===== config.mk =====
export PLATFORM = sky130hd
export DESIGN_NAME = tnpr_ram
export DESIGN_NICKNAME = d
export VERILOG_FILES = /design/src/design/typed_nearest_point_registry_top_macros.svh /design/src/design/tnpr_ram.sv
export SDC_FILE = /design/constraint.sdc
export NUM_CORES = 1
export LEC_CHECK = 0
export BUFFER_PORTS_ARGS = -buffer_cell sky130_fd_sc_hd__buf_4
export CORE_MARGIN = 2
export CORE_UTILIZATION = 56
export DETAILED_ROUTE_END_ITERATION = 16
export PLACE_DENSITY_LB_ADDON = 0.12
export SYNTH_ARGS = -nofsm -noshare
export SYNTH_HDL_FRONTEND = slang
export SYNTH_SLANG_ARGS = --single-unit

===== constraint.sdc =====
create_clock -name clk -period 2.1 [get_ports clk]
set_input_delay 0.42 -clock clk [delete_from_list [all_inputs] [get_ports clk]]
set_output_delay 0.42 -clock clk [all_outputs]
set_load 0.005 [all_outputs]

===== src/design/typed_nearest_point_registry_top_macros.svh =====
// ---------------------------------------------------------------------------
// Assertion macros for the typed nearest point registry
// Concurrent checks that compile away in synthesis builds.
// ---------------------------------------------------------------------------
`ifndef TYPED_NEAREST_POINT_REGISTRY_TOP_MACROS_SVH
`define TYPED_NEAREST_POINT_REGISTRY_TOP_MACROS_SVH

`ifndef SYNTHESIS

// Same-cycle implication, disabled during reset
`define TNPR_ASSERT_NOW(label, clk, rst_n, ante, cons) \
    label: assert property (@(posedge clk) disable iff (!rst_n) (ante) |-> (cons)) \
        else $error("registry assertion failed");

// Next-cycle implication, disabled during reset
`define TNPR_ASSERT_NEXT(label, clk, rst_n, ante, cons) \
    label: assert property (@(posedge clk) disable iff (!rst_n) (ante) |=> (cons)) \
        else $error("registry assertion failed");

`else

`define TNPR_ASSERT_NOW(label, clk, rst_n, ante, cons)
`define TNPR_ASSERT_NEXT(label, clk, rst_n, ante, cons)

`endif

`endif


===== src/design/tnpr_ram.sv =====
// ---------------------------------------------------------------------------
// tnpr_ram
// Generic single-write, single-read RAM with a registered read port.
// ---------------------------------------------------------------------------
module tnpr_ram #(
    parameter int WIDTH = 8,
    parameter int DEPTH = 64
) (
    input  logic                                      clk,
    input  logic                                      we,
    input  logic [((DEPTH > 1) ? $clog2(DEPTH) : 1)-1:0] waddr,
    input  logic [WIDTH-1:0]                          wdata,
    input  logic [((DEPTH > 1) ? $clog2(DEPTH) : 1)-1:0] raddr,
    output logic [WIDTH-1:0]                          rdata
);

    logic [WIDTH-1:0] mem_reg [DEPTH];
    logic [WIDTH-1:0] rdata_reg;

    always_ff @(posedge clk)
    begin
        if (we)
        begin
            mem_reg[waddr] <= wdata;
        end
        rdata_reg <= mem_reg[raddr];
    end

    assign rdata = rdata_reg;

endmodule


== After elaboration in Yosys (flattened, before gate mapping) ==
Memories as Yosys holds them, arrays and structs flattened. A register that Yosys moved wholly into a read port is not among the register bits.
Index checks and enable logic that the tools add are counted.

* Bits in registers: 0
* Bits in writable memories: 512
* Input bits: 22
* Output and inout bits: 8
* Word-level logic and storage cells: 3
* Memories kept: 1

{| class="wikitable"
|+ Memories
! memory !! depth !! bits a word !! rd ports !! clocked after Yosys merged registers in !! write ports !! line !! text
|-
| mem_reg || 64 || 8 || 1 || 1 || 1 || tnpr_ram.sv:17 || <nowiki>logic [WIDTH-1:0] mem_reg [DEPTH];</nowiki>
|}

* Multiplexer cells: 2

{| class="wikitable"
|+ Operators by type and width
! operator !! number
|-
| $mux 1 || 2
|}

== Logic depth before layout (Yosys ltp) ==
Gate-level depths: netlist of run 1.

* Depth in word-level cells: 2
* Gate-level depth with buffers: 9
* Depth with buffers taken out: 5

== Least setup slack after synthesis of run 1 ==
No wires, ideal clock.

* Path type: input-to-reg
* Start: in raddr[1] (netlist bit)
* End: reg rdata_reg[3] (netlist: rdata[3]), read port of mem_reg
* Library setup time: 128 ps
* Arrival time: 1960 ps
* Setup slack: 12 ps
* Cell stages on the path: 7
* Cells stage by stage: buf_4 buf_2 buf_2 mux4_2 mux4_2 o21ai_1 o41ai_1

{| class="wikitable"
|+ RTL lines
! what !! line !! text
|-
| start, declared || tnpr_ram.sv:13 || <nowiki>input logic [((DEPTH > 1) ? $clog2(DEPTH) : 1)-1:0] raddr,</nowiki>
|-
| end, declared || tnpr_ram.sv:18 || <nowiki>logic [WIDTH-1:0] rdata_reg;</nowiki>
|}

==> results of run 1 <==
[where the power goes]
| part | switching, mW | internal (mW) | leakage [nW] |
|---|---|---|---|
| Clock | 3.67 | 5.39 | 0.799 |
| Sequential | 0.0354 | 11.5 | 4.67 |
| Combinational | 0.669 | 0.527 | 2.34 |
[worst max-delay path by stage]
stage	from	to	slack (ns)	cells past startpoint
6_report	mem_reg[55][7]$_DFFE_PP_	rdata[7]$_DFF_P_	0.09	4
3_5_place_dp	raddr[1]	rdata[7]$_DFF_P_	-0.40	7
3_3_place_gp	raddr[1]	rdata[7]$_DFF_P_	-0.44	7
2_1_floorplan	raddr[1]	rdata[3]$_DFF_P_	0.01	7
5_1_grt	mem_reg[47][2]$_DFFE_PP_	rdata[2]$_DFF_P_	0.03	5
4_1_cts	mem_reg[55][7]$_DFFE_PP_	rdata[7]$_DFF_P_	0.07	4
[cell families (layout without fill, tap and decap cells)]
group	after synthesis	count (layout)	synth area share
compound gates	54	54	0.0207
buf+inv	51	283	0.0157
simple gates	153	153	0.0339
flops	520	520	0.770
mux	162	162	0.159
[critical path, delay by kind of cell, from the launching register on]
family / cells / cell delay [ns]
and+or+nand+nor: 1 / 0.08
AOI/OAI and AO/OA: 1 / 0.43
DFF: 1 / 0.39
muxes: 2 / 0.99
[layout make-up]
| cell class | count | share of cell area |
|---|---|---|
| clock inverters | 21 | 0.0109 |
| multi-input cells | 369 | 0.182 |
| repair buffers | 196 | 0.0696 |
| well taps | 461 | 0.0243 |
| flip-flops and latches | 520 | 0.655 |
| clock buffers | 66 | 0.0588 |
[placed cells by master, fill, tap and decap left out, types with 3 or more instances in the layout]
cell type	instances
clkinvlp_4	3
nand3b_1	3
buf_4	181
a22oi_1	3
o221ai_1	8
nand2b_1	7
clkbuf_16	53
nor2_1	83
clkinv_1	6
o2bb2ai_1	3
buf_12	14
edfxtp_1	512
a211oi_1	4
bufinv_16	6
clkinv_2	5
nand3_1	13
o22ai_1	8
nand2_1	19
nor2b_1	14
mux4_2	126
dfxtp_1	8
a21oi_1	3
nor3_1	7
mux2_2	13
a221oi_1	6
clkbuf_8	3
mux2i_1	23
clkbuf_1	11
o2111ai_1	3
[layer usage]
metal	vias up	wire length, um	track usage
li1	4321	-	-
met4	0	1090	0.0664
met5	-	0	0
met1	5347	19000	0.361
met3	67	3370	0.0485
met2	378	21000	0.376
[synth_stat cells, drive strengths merged]
library cell	number
nor2b	14
mux4	126
nand4	2
mux2i	23
nor4	2
buf	34
nand2b	7
o41ai	2
edfxtp	512
o21a	2
clkbuf	17
nand2	19
nand3	13
o311ai	1
a2111oi	2
nor2	83
a31oi	1
a21oi	3
nand4b	1
o32ai	2
dfxtp	8
nand3b	3
a221oi	6
mux2	13
o22ai	8
a211oi	4
a22oi	3
o221a	2
o2111ai	3
o21ai	4
nor3	7
and2	1
or3	1
o2bb2ai	3
o221ai	8
[per-stage QoR]
stage	TNS [ns]	std cells
after floorplan	0	940
after detailed placement	-2.53	1546
after CTS	0	1633
final	0	1633
after global placement	-2.32	1546
after global routing	0	1633
==> impl_results.md, run 1 <==
- Status: complete, no violations
- H-tree levels: 2
- Num Clock Sinks: 520
- Top post-synthesis cells by area: edfxtp_1 76%, mux4_2 14%, nor2_1 1.5%
- Number of global-route vias before repair: 10,300
- DRT Pass-1 Iters: 5
- Cell Area, Synth: 20,200 um2
- Detailed Route Iter0 Violations: 1,074
- PD cells: 918 nW/um2
- Max incr delay on CP: 0.50 ns
- Drt drc: 0
- Seq. cell area: 15,500 um2
- Cts hold-fix bufs: 0
- Port bufs: 29
- Dpl hpwl: ~29,000 um
- CTS Buf Count: 50
- Design Area, Final: 23,700 um2
- First-pass GRT wire length: 66,500 um
- Placement Setup Slack: -0.397 ns
- Peak supply drop: 0.000643 V
- Synth cell types: 40
- Vias per cell: 6.19
- Io pins: 30
- Diodes inserted: 0
- Die area: roughly 38,000 um2
- Largest register FFs: 512
- FF-to-FF Start: mem_reg[55][7]$_DFFE_PP_
- CP startpoint kind: flip-flop
- Clock slew at reported path FFs: approximately 0.060 ns
- Setup violators final: 0
- DR WL/cell: 27.2 um
- Worst Hold End: rdata[5]$_DFF_P_
- Yosys warning count: 0
- Period utilization: 0.958
- Skew final: ~0.012 ns
- Critical path peak fanout: 1
- Post-Syn Nets: 962
- Share of cells above drive strength 1: 0.347
- GRT Util Overall: 0.243
- Type of the tightest min-delay check: in -> reg
- Worst reg2reg path depth: 4
- Arr. time, crit path: 2.45 ns
- Area of the multi-input gates: 4320 um2
- FP Rows: 69
- Fin crit period: slightly above 2 ns
- Lkg Pwr: 7.81 nW
- Seq/Total Area, Yosys: 0.770
- Initial antenna violation count: 0
- Clk Latency, worst-skew pair: 0.57 ns
- RSZ-0062 raised after global routing: no
- Die span in x: around 190 um
- CTS tree: done
- Post-CTS Setup Bufs: 0
- Fmax: 0.497 GHz
- Slowest cell on crit path: mux4_2
- Post-synthesis register bit count: 520
- Placed cell areas: 22,100 um2
- Largest net degree at the start of global routing: 65
- Clk buf depth: 3
- Worst Path Required: 2.54 ns
- WL final: 44,400 um
- Tot Pwr: 21.8 mW
- Slew margin rel.: 0.519
- Vias post-DR: approximately 10,000
- CP Class: reg -> reg
- Hold Vio Cnt, Final: 0
- Area share of the largest cell type after synthesis: 0.762
- Die Y: 194 um
- Reg2reg end: rdata[7]$_DFF_P_
- Final core utilization: 0.669
- Reg-to-reg setup timing slack: between 0.08 and 0.09 ns
- Routed Antenna Nets: 0
- Hold Path Cell Cnt: 2
- Mapped Cells: 940
- Syn-to-layout area delta: 17.7%
- GPL Wtd Cong: 0.806
- Crit path top cell by count: mux4_2
- Remaining Overflow, GRT: 0
- Leading area contributor after synthesis: edfxtp_1
- Crit end category: flip-flop
- Max cap viols: 0
- Hold Crit Start: raddr[5]
- Initial Util: 0.568
- Critical Path, Cell by Cell: mux4_2 > mux4_2 > o21ai_0 > nand2_1
- Hold_ws: roughly 0.22 ns
- Fillers: 2,301
- Pins Over Slew Limit: 0
- Final WS setup: 0.0877 ns
- Resized cells post-CTS: 0
- Avg Synthesized Cell Area: roughly 21 um2
- Final #Nets: approximately 1,200
- Slew @ Worst Pin: 0.721 ns
- CTS Root Cell: clkbuf_16
- Core Area: 35,500 um2
Power figures use the tool's default switching activity.
==> run 2, diff against run 1 <==
CORE_ASPECT_RATIO = 0.5   (was not set)
CORE_UTILIZATION = 59   (was 56)
clock period = 2.2 ns   (was 2.1 ns; I/O delays follow)
==> run 2 against run 1 <==
  * Register-to-register slack improved by 0.07 ns
  * Largest power group unchanged
  * First-iteration DRC count decreased by 9.4%
  * Sequential share of layout area increased by 1.3 points
  * Clock skew increased by 0.0086 ns
  * Combinational power decreased by 7%
  * Clock-buffer cell count decreased by 11
  * Core utilization increased by 2.9 points
  * Final cell count decreased by 3.4%
  * Global-route usage increased by 1.2 points
  * Non-clock buffer count decreased by 27
  * Critical endpoint is now rdata[1]$_DFF_P_
  * Critical path type is now in -> reg
==> impl_results.md, run 2 (synthesis results as in run 1) <==
- Syn-to-layout area delta: 15.3%
- Initial Util: 0.605 (+0.0365)
- CTS Buf Count: 43 (-14%)
- Internal: 16.0 mW (-8.0%)
- WL final: 43,700 um (-1.6%)
- Vias per cell: 6.31 (+2.0%)
- Max cap viols: 0 (unchanged)
- Critical path peak fanout: 23 (+22)
- Worst Path Buf+Inv: 2 (+2)
- Slowest cell on crit path: mux4_2
- Critical Path, Cell by Cell: clkbuf_8 > buf_4 > mux4_2 > mux4_2 > nor2_1 > nor3_1 > o2bb2ai_1
- Type of the tightest min-delay check: in -> reg
- Diodes inserted: 0 (unchanged)
- Skew final: 0.0209 ns (+0.00863 ns)
- Share of cells above drive strength 1: 0.327 (-0.0198)
- DR WL/cell: 27.7 um (+1.9%)
- Vias post-DR: 9,958 (-1.5%)
- Lkg Pwr: 7.57 nW (-3.1%)
- Drt drc: 0 (unchanged)
- Peak supply drop: 0.000663 V (+3.1%)
- Die span in x: 265 um (+37%)
- Pins Over Slew Limit: 0 (unchanged)
- Remaining Overflow, GRT: 0 (unchanged)
- Resized cells post-CTS: 0 (unchanged)
- Reg2reg end: rdata[4]$_DFF_P_
- Leading cell type in the layout, fill and taps excluded: edfxtp_1
- Fillers: 2,022 (-12%)
- Clock power share: 0.396 (-0.020)
- Clock slew at reported path FFs: 0.06 ns (about the same)
- Clk Latency, worst-skew pair: 0.56 ns (about the same)
- Num Clock Sinks: 520 (unchanged)
- FP Rows: 47 (-32%)
- CP startpoint kind: primary input
- Tot Pwr: 20.1 mW (-7.9%)
- Number of global-route vias before repair: 10,100 (-1.5%)
- Detailed Route Iter0 Violations: 973 (-9.4%)
- Seq. cell area: 15,500 um2 (unchanged)
- Dpl hpwl: 27,300 um (-4.1%)
- Slew @ Worst Pin: 0.733 ns (+0.0121 ns)
- Worst reg2reg path depth: 6 (+2)
- FF-to-FF Start: mem_reg[20][4]$_DFFE_PP_
- CTS Root Cell: clkbuf_16
- Crit path top cell by count: mux4_2
- Stages on worst setup path: 7 (+3)
- Critical Path End: rdata[1]$_DFF_P_
- Sequential power share: 0.548 (+0.019)
- Die area: 35,800 um2 (-4.7%)
- Hold Vio Cnt, Final: 0 (unchanged)
- Fmax: around 0.49 GHz
- Routed Antenna Nets: 0 (unchanged)
- CTS tree: done
- RSZ-0062 raised after global routing: no
- Arr. time, crit path: 2.49 ns (+0.04 ns)
- P_sw: 4.04 mW (-7.7%)
- CP Class: in -> reg
- Worst setup path start: raddr[0]
- H-tree levels: 2 (unchanged)
- PD cells: 862 nW/um2 (-6.1%)
- Io pins: 30 (unchanged)
- Slew margin rel.: 0.511 (-0.00806)
- Crit end category: flip-flop
- Setup violators final: 0 (unchanged)
- Post-CTS Setup Bufs: 0 (unchanged)
- Hold Path Cell Cnt: 3 (+1)
- Initial antenna violation count: 0 (unchanged)
- DRT Pass-1 Iters: 5 (unchanged)
- Largest net degree at the start of global routing: 65 (unchanged)
- Area of the multi-input gates: 4320 um2 (unchanged)
- Final #Nets: 1,125 (-2.9%)
- Cts hold-fix bufs: 0 (unchanged)
- Fin crit period: 2.05 ns
- Worst Path Required: 2.64 ns (+0.10 ns)
- Period utilization: 0.932
- Gate power share: 0.056 (about the same)
- Core Area: 33,300 um2 (-6.0%)
- GPL Wtd Cong: 0.853 (+5.8%)
- Port bufs: 29 (unchanged)
- First-pass GRT wire length: 65,500 um (-1.5%)
- Max incr delay on CP: 0.51 ns (about the same)
- Largest register FFs: 512 (unchanged)
- Die Y: 135 um (-30%)
- Most frequent cells in the layout: 512 x edfxtp_1, 158 x buf_4, 126 x mux4_2, 83 x nor2_1, 45 x clkbuf_16
- GRT Util Overall: 0.255 (+0.0122)
- Status: complete, no violations
- Reg-to-reg setup timing slack: 0.16 ns (+0.07 ns)
- Clk buf depth: 3 (unchanged)
- Sw Share: 0.202 (+0.000612)
- CP delay by family, top: multiplexers
- Hold_ws: 0.231 ns (+0.0104 ns)
## run 2: changes by cell type in the layout (fill, tap and decap cells not counted), moves of 3 or more
cell / previous run / this run
buf_12: 14 / 10
buf_4: 181 / 158
clkbuf_1: 11 / 6
clkbuf_16: 53 / 45
clkinv_1: 6 / 10
clkinvlp_4: 3 / 0
## run 2: worst min path at each step
stage                              from                      end
2_1_floorplan                  wdata[0]  mem_reg[0][0]$_DFFE_PP_
3_3_place_gp   mem_reg[30][6]$_DFFE_PP_         rdata[6]$_DFF_P_
3_5_place_dp                   raddr[5]         rdata[0]$_DFF_P_
4_1_cts                        raddr[5]         rdata[0]$_DFF_P_
5_1_grt                        raddr[5]         rdata[0]$_DFF_P_
6_report                       raddr[5]         rdata[0]$_DFF_P_
## run 2: per-layer routing
metal  track usage  up-vias  share of wire
met5             0        -              0
met4        0.0618        0          0.019
li1              -     4246              -
met3        0.0731       58           0.10
met2         0.385      450           0.46
met1         0.377     5204           0.42
## run 2: final cells by class
class                           instances  area share
Tap cell                              441      0.0237
Clock buffer                           55      0.0518
Sequential cell                       520       0.668
Timing Repair Buffer                  169      0.0602
Clock inverter                         23      0.0109
Multi-Input combinational cell        369       0.186
## run 2: through the flow
stage | worst slack, ns | setup TNS, ns | instance area (um2) | util | cells
detailed placement | -0.401 | -2.73 | 21800 | 0.654 | 1499
global route | 0.0529 | 0 | 23300 | 0.698 | 1577
global placement | -0.411 | -2.57 | 21800 | 0.654 | 1499
floorplan | 0.0923 | 0 | 20200 | - | 940
CTS | 0.186 | 0 | 23300 | 0.698 | 1577
finish | 0.149 | 0 | 23300 | 0.698 | 1577
## run 2: power groups by stage
stage | clock network [mW] | logic, mW | registers, mW
after floorplan | 0 | 0.584 | 11.2
after global placement | 0 | 1.10 | 11.2
after detailed placement | 0 | 1.12 | 11.2
after CTS | 8.05 | 1.13 | 11.0
after global routing | 8.42 | 1.20 | 11.0
final | 7.94 | 1.12 | 11.0
## run 2: worst register-to-register path: cells and delay by family (launching register included)
family                 cells  cell delay, ns
AO/OA/AOI/OAI              2            0.35
buffers and inverters      1            0.17
AND/OR/NAND/NOR            1            0.23
flip-flops                 1            0.38
multiplexers               2            0.77
